File: config.mk
export PLATFORM = sky130hd
export DESIGN_NAME = ascending_sorted_priority_queue_top
export DESIGN_NICKNAME = d
export VERILOG_FILES = /design/src/rtl/spq_pkg.sv /design/src/rtl/spq_cell.sv /design/src/rtl/ascending_sorted_priority_queue_top.sv
export SDC_FILE = /design/constraint.sdc
export NUM_CORES = 1
export LEC_CHECK = 0
export ABC_AREA = 0
export ABC_CLOCK_PERIOD_IN_PS = 10600
export BUFFER_PORTS_ARGS = -buffer_cell sky130_fd_sc_hd__buf_2
export CAP_MARGIN = 0
export CORE_MARGIN = 2
export CORE_UTILIZATION = 45
export CTS_BUF_LIST = sky130_fd_sc_hd__clkbuf_2
export DETAILED_ROUTE_END_ITERATION = 10
export PLACE_DENSITY_LB_ADDON = 0.05
export REMOVE_ABC_BUFFERS = 1
export SLEW_MARGIN = 20
export SYNTH_ARGS = -nofsm -noshare
export SYNTH_HDL_FRONTEND = slang
export SYNTH_SLANG_ARGS = --single-unit
File: constraint.sdc
create_clock -name clk -period 10.6 [get_ports clk]
set_clock_uncertainty 0.2 [all_clocks]
set_input_delay 0.53 -clock clk [delete_from_list [all_inputs] [get_ports clk]]
set_output_delay 0.53 -clock clk [all_outputs]
set_load 0.1 [all_outputs]
File: src/rtl/spq_pkg.sv
// ----------------------------------------------------------------------------
// spq_pkg
// Types, constants and helpers shared by the sorted priority queue.
// ----------------------------------------------------------------------------
`default_nettype none

package spq_pkg;

    // store geometry
    localparam int DEPTH      = 8;
    localparam int DATA_WIDTH = 32;
    localparam int CNT_W      = $clog2(DEPTH + 1);

    // fixed port field widths
    localparam int VALUE_W = 32;
    localparam int OCC_W   = 4;

    // occupancy value reported when the store is full
    localparam logic [CNT_W-1:0]       DEPTH_CNT  = CNT_W'(DEPTH);
    localparam logic [CNT_W+OCC_W-1:0] DEPTH_WIDE = (CNT_W + OCC_W)'(DEPTH);
    localparam logic [OCC_W-1:0]       OCC_FULL   = DEPTH_WIDE[OCC_W-1:0];

    typedef enum logic
    {
        FUNC_INSERT = 1'b0,
        FUNC_DELETE = 1'b1
    } func_t;

    typedef enum logic [1:0]
    {
        STATUS_DONE  = 2'd0,
        STATUS_FULL  = 2'd1,
        STATUS_EMPTY = 2'd2
    } status_t;

    // operation broadcast to every cell
    typedef struct packed
    {
        logic                         ins;
        logic                         del;
        logic signed [DATA_WIDTH-1:0] val;
    } spq_ctrl_t;

    // what a cell shows its neighbors
    typedef struct packed
    {
        logic signed [DATA_WIDTH-1:0] data;
        logic                         occ;
        logic                         gt;
    } spq_link_t;

    // port value into store width, zero extended or truncated
    function automatic logic [DATA_WIDTH-1:0] to_data(input logic [VALUE_W-1:0] v);
        logic [DATA_WIDTH+VALUE_W-1:0] wide;
        wide = {{DATA_WIDTH{1'b0}}, v};
        return wide[DATA_WIDTH-1:0];
    endfunction

    // store entry onto the port, zero extended or truncated
    function automatic logic [VALUE_W-1:0] to_value(input logic [DATA_WIDTH-1:0] d);
        logic [DATA_WIDTH+VALUE_W-1:0] wide;
        wide = {{VALUE_W{1'b0}}, d};
        return wide[VALUE_W-1:0];
    endfunction

    // count onto the occupancy field, modulo its width
    function automatic logic [OCC_W-1:0] to_occ(input logic [CNT_W-1:0] c);
        logic [CNT_W+OCC_W-1:0] wide;
        wide = {{OCC_W{1'b0}}, c};
        return wide[OCC_W-1:0];
    endfunction

endpackage

`default_nettype wire

File: src/rtl/spq_cell.sv
// ----------------------------------------------------------------------------
// spq_cell
// One position of the sorted store: compares against the broadcast value and
// takes the new value or its left neighbor's data on insert, or its right neighbor's data on delete.
// ----------------------------------------------------------------------------
`default_nettype none

module spq_cell
    import spq_pkg::*;
(
    input  wire logic      clk,
    input  wire logic      rst_n,
    input  wire spq_ctrl_t ctrl,
    input  wire spq_link_t left,
    input  wire spq_link_t right,
    output spq_link_t      own
);

    logic signed [DATA_WIDTH-1:0] data_reg;
    logic signed [DATA_WIDTH-1:0] data_next;
    logic                         occ_reg;
    logic                         occ_next;
    logic                         gt;

    // stored entry is strictly larger than the new value
    assign gt = occ_reg && ($signed(data_reg) > $signed(ctrl.val));

    // insert shifts up from the first larger entry, delete shifts down
    always_comb
    begin
        data_next = data_reg;
        occ_next  = occ_reg;
        if (ctrl.ins)
        begin
            if (gt || (!occ_reg && left.occ))
            begin
                data_next = left.gt ? left.data : ctrl.val;
                occ_next  = 1'b1;
            end
        end
        else if (ctrl.del)
        begin
            data_next = right.data;
            occ_next  = right.occ;
        end
    end

    // occupied flag
    always_ff @(posedge clk or negedge rst_n)
    begin
        if (!rst_n)
        begin
            occ_reg <= 1'b0;
        end
        else
        begin
            occ_reg <= occ_next;
        end
    end

    // entry payload
    always_ff @(posedge clk)
    begin
        data_reg <= data_next;
    end

    assign own.data = data_reg;
    assign own.occ  = occ_reg;
    assign own.gt   = gt;

endmodule

`default_nettype wire

File: src/rtl/ascending_sorted_priority_queue_top.sv
// A result is registered and appears in the cycle after the request transfer.
// Throughput: one operation per cycle unless requests stall; every cell compares and shifts at once.
// Requests stall only while a result is held and the result side stalls.
// Reset clears the entry count and all occupied flags; entry payloads are
// not reset and never show before being written.
// ----------------------------------------------------------------------------
// ascending_sorted_priority_queue_top
// Bounded min-first priority queue built as a row of sorted cells.
// ----------------------------------------------------------------------------
`default_nettype none

module ascending_sorted_priority_queue_top
    import spq_pkg::*;
(
    input  wire logic                clk,
    input  wire logic                rst_n,
    input  wire logic                req_valid,
    output logic                     req_stall,
    input  wire logic                func,
    input  wire logic [VALUE_W-1:0]  value,
    output logic                     rsp_valid,
    input  wire logic                rsp_stall,
    output logic [1:0]               status,
    output logic [VALUE_W-1:0]       removed,
    output logic [OCC_W-1:0]         occupancy
);

    spq_ctrl_t          ctrl;
    spq_link_t          links [DEPTH];
    logic [CNT_W-1:0]   count_reg;
    logic [CNT_W-1:0]   count_next;
    logic               rsp_valid_reg;
    logic               rsp_valid_next;
    status_t            status_reg;
    status_t            status_next;
    logic [VALUE_W-1:0] removed_reg;
    logic [VALUE_W-1:0] removed_next;
    logic [OCC_W-1:0]   occ_reg;
    logic               xfer;
    logic               is_full;
    logic               is_empty;

    // request transfer and queue state
    assign req_stall = rsp_valid_reg && rsp_stall;
    assign xfer      = req_valid && !req_stall;
    assign is_full   = (count_reg == DEPTH_CNT);
    assign is_empty  = (count_reg == '0);

    // broadcast operation
    assign ctrl.ins = xfer && (func_t'(func) == FUNC_INSERT) && !is_full;
    assign ctrl.del = xfer && (func_t'(func) == FUNC_DELETE) && !is_empty;
    assign ctrl.val = to_data(value);

    // row of cells, each linked to both neighbors
    for (genvar i = 0; i < DEPTH; i++)
    begin : g_cell
        spq_link_t left;
        spq_link_t right;

        if (i == 0)
        begin : g_head
            assign left = '{data: '0, occ: 1'b1, gt: 1'b0};
        end
        else
        begin : g_body
            assign left = links[i-1];
        end

        if (i == DEPTH - 1)
        begin : g_tail
            assign right = '{data: '0, occ: 1'b0, gt: 1'b0};
        end
        else
        begin : g_mid
            assign right = links[i+1];
        end

        spq_cell u_cell (
            .clk   (clk),
            .rst_n (rst_n),
            .ctrl  (ctrl),
            .left  (left),
            .right (right),
            .own   (links[i])
        );
    end

    // count update and result fields
    always_comb
    begin
        count_next   = count_reg;
        status_next  = status_reg;
        removed_next = removed_reg;
        if (ctrl.ins)
        begin
            count_next = count_reg + CNT_W'(1);
        end
        else if (ctrl.del)
        begin
            count_next = count_reg - CNT_W'(1);
        end

        if (xfer)
        begin
            removed_next = '0;
            case (func_t'(func))
                FUNC_INSERT:
                begin
                    status_next = is_full ? STATUS_FULL : STATUS_DONE;
                end
                FUNC_DELETE:
                begin
                    status_next = is_empty ? STATUS_EMPTY : STATUS_DONE;
                    if (!is_empty)
                    begin
                        removed_next = to_value(links[0].data);
                    end
                end
                default:
                begin
                    status_next = STATUS_DONE;
                end
            endcase
        end

        if (xfer)
        begin
            rsp_valid_next = 1'b1;
        end
        else if (!rsp_stall)
        begin
            rsp_valid_next = 1'b0;
        end
        else
        begin
            rsp_valid_next = rsp_valid_reg;
        end
    end

    // control state
    always_ff @(posedge clk or negedge rst_n)
    begin
        if (!rst_n)
        begin
            count_reg     <= '0;
            rsp_valid_reg <= 1'b0;
        end
        else
        begin
            count_reg     <= count_next;
            rsp_valid_reg <= rsp_valid_next;
        end
    end

    // result payload
    always_ff @(posedge clk)
    begin
        status_reg  <= status_next;
        removed_reg <= removed_next;
        if (xfer)
        begin
            occ_reg <= to_occ(count_next);
        end
    end

    assign rsp_valid = rsp_valid_reg;
    assign status    = status_reg;
    assign removed   = removed_reg;
    assign occupancy = occ_reg;

endmodule

`default_nettype wire

* After elaboration in Yosys (flattened, before gate mapping)
Index checks and enable logic that the tools add are counted.
Operators by class: equality and inequality tests 10, order comparisons 8, reduce and logical (&&, ||, !) cells 51, muxes and demuxes 62, bitwise logic cells 1, $add $sub $neg 2
Operator list (count):
- 2-to-1 mux 32 bit | 31
- > comparator 32 bit | 8
- 2-to-1 mux 1 bit | 27
- logical AND 1 bit | 21
- inequality test 2 x 1 -> 1 bit, second input constant | 9
- AND reduction 2 bit | 8
- zero test 1 bit | 11
- logical OR 1 bit | 8
- 2-to-1 mux 4 bit | 2
- adder 4 x 1 -> 4 bit, second input constant | 1
- equality test 4 bit, second input constant | 1
- zero test 4 bit | 1
- one-hot mux 2 bit (2 select lines) | 1
- subtractor 4 x 1 -> 4 bit, second input constant | 1
- 2-to-1 mux 2 bit | 1
- nonzero test 2 bit | 1
- OR reduction 2 bit | 1
- inverter 1 bit | 1
Storage, ports and cells: bits in registers 307

* Longest topological paths before layout
depth in word-level cells 7, depth in mapped cells 13, gate-level depth less buffers 10

* Modules after synthesis
Synthesis repeated with hierarchy kept, for this count alone.
Second synthesis, totals: cells, all modules 2338, area, all modules 22200.0 um^2
By module, submodules not included:
- spq_cell | cells each 277, area each 2551.2 um^2, sequential area each 985.9 um^2, times used 8
- ascending_sorted_priority_queue_top | cells each 122, area each 1790.5 um^2, sequential area each 1266.2 um^2, times used 1

* Worst setup path after synthesis
OpenSTA, ideal clock, no wires.
kind input port to flip-flop, start input port value[31], end register g_cell[5].u_cell.data_reg[0] (enable), path slack 5061 ps, data arrival time 4874 ps, stages 9, buffers on the path 1, cell sequence clkbuf_1 inv_1 ha_1 nand4_1 or4_4 a211oi_2 o311a_2 a211oi_1 o21ai_0
On the way: word-level cells in the longest chain between the ends 5
Ends and longest elaborated chain:
- start: declaration | RTL line ascending_sorted_priority_queue_top.sv:20 | input wire logic [VALUE_W-1:0] value,
- > comparator 32 bit | RTL line spq_cell.sv:26 | assign gt = occ_reg && ($signed(data_reg) > $signed(ctrl.val));
- logical AND 1 bit | RTL line spq_cell.sv:26
- logical OR 1 bit | RTL line spq_cell.sv:35 | if (gt || (!occ_reg && left.occ))
- inequality test 2 x 1 -> 1 bit (no line)
- AND reduction 2 bit (no line)
- end signal: assignment | RTL line spq_cell.sv:64 | data_reg <= data_next;
- end: declaration | RTL line spq_cell.sv:19 | logic signed [DATA_WIDTH-1:0] data_reg;
No other way between the ends. A chain may end at the register's enable or synchronous reset.

* Final worst setup path
start register g_cell[1].u_cell.data_reg[14], end register g_cell[1].u_cell.data_reg[21] (enable)
On the way: word-level cells in the longest chain between the ends 5
Ends and longest elaborated chain (RTL line):
- start: declaration | spq_cell.sv:19
- start signal: assignment | spq_cell.sv:64
- > comparator 32 bit | spq_cell.sv:26
- logical AND 1 bit | spq_cell.sv:26
- logical OR 1 bit | spq_cell.sv:35
- inequality test 2 x 1 -> 1 bit (no line)
- AND reduction 2 bit (no line)
No other way between the ends.

==> results.txt <==
The run finished with clean final reports. The per-instance average area after synthesis was 10.5 µm². The worst hold path terminates at status[0]$_SDFFCE_PP0P_. For the cell row count, the log shows 78. In the routed design, unresolved DRC markers number 0. The post-layout minimum cycle time came out at 4520 ps. TritonCTS built the clock tree.

In this run, CTS created clock tree buffers numbering 86. The run gives 77 as the count of pins on the block boundary. In this run, placement finished with an instance count of 2550.

The total overflow left after global routing is 0. The number of standard cells in the layout, taps in and fillers out was 2749; the die width was 219 µm. For the total of fill cells in the finished design, the log shows 4269. Top flip-flop cell by instance count after synthesis: sky130_fd_sc_hd__edfxtp_1. The die is 219 µm tall. The multi-input combinational cells in the finished layout cover a total of 10800 µm².

For this configuration, the core starts out at a cell density of 45.6%. The detail route stage leaves a number of antenna-violating nets equal to 0. The worst-case register-to-register setup slack came out at 6080 ps. The final-report max-slew violation count was 0.

The largest area contributor in the netlist is sky130_fd_sc_hd__edfxtp_1. In the final layout, the share of cells above drive strength 1 is 12.5%. Setup repair after global routing left no endpoint under its margin. The logs give 3 for the maximum number of buffers from clock root to sink and 0.000118 V for the worst IR drop on VDD. In the final design database the tool counted 2372 nets. At the pin with the least slew margin, the transition time is 1160 ps. The tools report the final worst slack as 6080 ps. Dividing the detail-routed via count by the number of cells gives 5.80.

Of the synthesized area, sequential elements account for 44.2%. Launching point of the worst reg2reg path: g_cell[1].u_cell.data_reg[14]$_DFFE_PP_. Cell leakage power: 10.3 nW.

The startpoint type of the worst setup path was a flip-flop. The period utilization was 42.7%. Endpoint of the worst register-to-register path: g_cell[1].u_cell.data_reg[21]$_DFFE_PP_.

Summed over its instances, the top area cell type makes up 42.6% of the synthesized netlist area. Of all flip-flops after synthesis, the portion carrying an async set or reset was 4.23%. Yosys instantiated no cell more often than sky130_fd_sc_hd__nand2_1. The number of global-route vias before repair was 15742. The maximum clock frequency was 221 MHz; the worst path required time was 11070 ps.

The tightest min-delay check is of the input pin to flip-flop type. Global-route wire length before repair: 101000 µm. The routed layout has 15942 vias.

The endpoint arrival time on the critical path is 4990 ps, and the first-pass detailed-route iteration total is 5. The port buffer count works out to 76. After clock tree synthesis, the clock-pin slew on the worst setup and hold paths is 120 ps.

The logs give 21500 µm² for the post-place instance area and 23.0% for the remaining max-slew budget at the tightest pin. The worst hold path was traced through 3 stages. The count of flip-flops with a built-in enable after synthesis is 294. The final layout contains routed wiring with a total length of 68000 µm. The root buffer cell chosen for the clock tree is sky130_fd_sc_hd__clkbuf_2.

In this run the number of H-tree levels came out at 3. The run gives 28.8% as the global-route usage over all layers. The cell area after layout was 22700 µm²; the number of flip-flops and latches in the synthesized netlist was 307. After synthesis, the most frequently instantiated cells are sky130_fd_sc_hd__nand2_1 (341), sky130_fd_sc_hd__edfxtp_1 (294), sky130_fd_sc_hd__ha_1 (258). Yosys attributes the largest share of cell area to sky130_fd_sc_hd__edfxtp_1 (43%), sky130_fd_sc_hd__ha_1 (16%), sky130_fd_sc_hd__mux2i_1 (11%). Summing every instance area after synthesis gives 20700 µm². For the final HPWL from detailed placement, the log shows 45000 µm. The routed wirelength normalized by instance count came out at 24.7 µm. The final-report hold violation count is 0, and the count of cells along the worst register-to-register path is 9. The core region is 45400 µm².

The startpoint identified for the worst hold timing path is func. The register with the most flip-flops in the layout has 256 of them. Entering global routing, the biggest net connects 144 pins. For the initial antenna violation count, the log shows 2. The top fanout value on the critical path is 22. The logs give 9150 µm² for the total area of sequential cells and 0 for the count of warnings emitted by yosys. The signed area change from the synthesized netlist to the final layout is 9.66%, and the final-report setup violation count is 0. The final weighted congestion in routability-driven placement came out at 0.898. The tools report the starting DRC count in detailed routing as 1171. The tools report the clock latency on the worst-skew pair as 1100 ps. The cell count after synthesis came out at 1971. The netlist uses 64 different library cells. Dividing total power by cell area gives a power density of 200 nW/µm². The TritonCTS sink count is 307, and the die area is 47800 µm². The worst setup path is of the flip-flop to flip-flop kind. STA classifies the critical path endpoint as a flip-flop. Max-cap violations in this run came to 0. Prior to clock tree synthesis, the placed netlist has a worst setup slack of 5750 ps.
repair_timing:
item	4_1_cts	5_1_grt
setup buffers	0	0
gates resized for setup	0	0
endpoints found under the hold margin	280	0
hold buffers	39	0
setup endpoints to repair	0	0
how the worst max path moves through the flow:
stage                                                        from                                          to  slack (ps)
final                     g_cell[1].u_cell.data_reg[14]$_DFFE_PP_     g_cell[1].u_cell.data_reg[21]$_DFFE_PP_        6080
after global routing                       count_reg[0]$_DFF_PN0_     g_cell[6].u_cell.data_reg[20]$_DFFE_PP_        5810
after CTS                                  count_reg[0]$_DFF_PN0_     g_cell[6].u_cell.data_reg[22]$_DFFE_PP_        6100
after detailed placement                                value[14]     g_cell[1].u_cell.data_reg[27]$_DFFE_PP_        5750
after global placement                                  value[14]      g_cell[1].u_cell.data_reg[0]$_DFFE_PP_        5750
after floorplan                             rsp_valid$_DFFE_PN0P_  g_cell[7].u_cell.data_reg[0]$_SDFFCE_PN0P_       -1300
per-stage QoR:
stage	hold WS (ps)	setup TNS, ps	power, W	util [%]
3_3_place_gp	278	0	0.00356	47.3
6_report	149	0	0.00454	50.1
2_1_floorplan	34.4	-218750	0.00299	-
5_1_grt	60.3	0	0.00479	50.1
3_5_place_dp	279	0	0.00358	47.3
4_1_cts	31.4	0	0.00455	50.0
where the power goes:
part	total, W	leakage (nW)	internal, W	switching [W]
clock network	0.000953	0.629	0.000397	0.000556
logic	0.00173	6.79	0.000594	0.00114
registers	0.00185	2.93	0.00164	0.000213
metal layers:
metal / vias up / wire [µm] / GRT usage (%)
met4: 0 / 2410 / 11.0
met1: 7670 / 30100 / 38.3
met5: - / 0 / 0
met3: 144 / 3500 / 5.00
li1: 7629 / - / -
met2: 499 / 32000 / 47.0
final cells by class:
type | count | area share [%]
Timing Repair Buffer | 133 | 4.04
Multi-Input combinational cell | 1489 | 47.7
Clock buffer | 129 | 2.84
Clock inverter | 28 | 0.832
Inverter | 60 | 0.991
Sequential cell | 307 | 40.3
Tap cell | 600 | 3.30
Antenna cell | 3 | 0.0330
worst max-delay path, cell delays in order (launching register included):
cell and delay (ps):
sky130_fd_sc_hd__edfxtp_1 480, sky130_fd_sc_hd__ha_1 370, sky130_fd_sc_hd__nand4_1 220, sky130_fd_sc_hd__nor4_1 730, sky130_fd_sc_hd__o21ai_0 350, sky130_fd_sc_hd__a21oi_1 320
sky130_fd_sc_hd__o311a_2 290, sky130_fd_sc_hd__a211oi_1 110, sky130_fd_sc_hd__o21ai_4 490, sky130_fd_sc_hd__buf_4 520
cell usage in the layout (no fill, tap or decap), types with 9 or more instances in the layout:
cell | Yosys | final
sky130_fd_sc_hd__nand2_1 | 341 | 341
sky130_fd_sc_hd__edfxtp_1 | 294 | 294
sky130_fd_sc_hd__ha_1 | 258 | 258
sky130_fd_sc_hd__mux2i_1 | 223 | 223
sky130_fd_sc_hd__a21oi_1 | 140 | 140
sky130_fd_sc_hd__o21ai_1 | 137 | 137
sky130_fd_sc_hd__clkbuf_2 | 0 | 129
sky130_fd_sc_hd__buf_2 | 2 | 76
sky130_fd_sc_hd__o21ai_0 | 66 | 60
sky130_fd_sc_hd__inv_1 | 60 | 59
sky130_fd_sc_hd__nand4_1 | 52 | 52
sky130_fd_sc_hd__dlygate4sd3_1 | 0 | 39
sky130_fd_sc_hd__nor2_1 | 37 | 37
sky130_fd_sc_hd__a21o_1 | 35 | 35
sky130_fd_sc_hd__and2_1 | 33 | 33
sky130_fd_sc_hd__clkinv_1 | 0 | 20
sky130_fd_sc_hd__nand3_1 | 18 | 18
sky130_fd_sc_hd__buf_4 | 6 | 17
sky130_fd_sc_hd__nor2b_1 | 13 | 13
sky130_fd_sc_hd__dfrtp_1 | 13 | 13
sky130_fd_sc_hd__a211oi_1 | 12 | 12
sky130_fd_sc_hd__nand2b_1 | 10 | 10
sky130_fd_sc_hd__and4_1 | 9 | 9
kinds of logic after synthesis:
kind of cell | after synthesis | share of synthesized area [%]
XOR/XNOR | 4 | 0.169
buffers and inverters | 175 | 3.98
AO/OA/AOI/OAI | 450 | 12.6
adder cells (fa/ha/maj) | 258 | 15.6
flip-flops | 307 | 44.2
AND/OR/NAND/NOR | 553 | 12.7
multiplexers | 224 | 10.8
No activity file was read; power rests on OpenSTA's default activity.
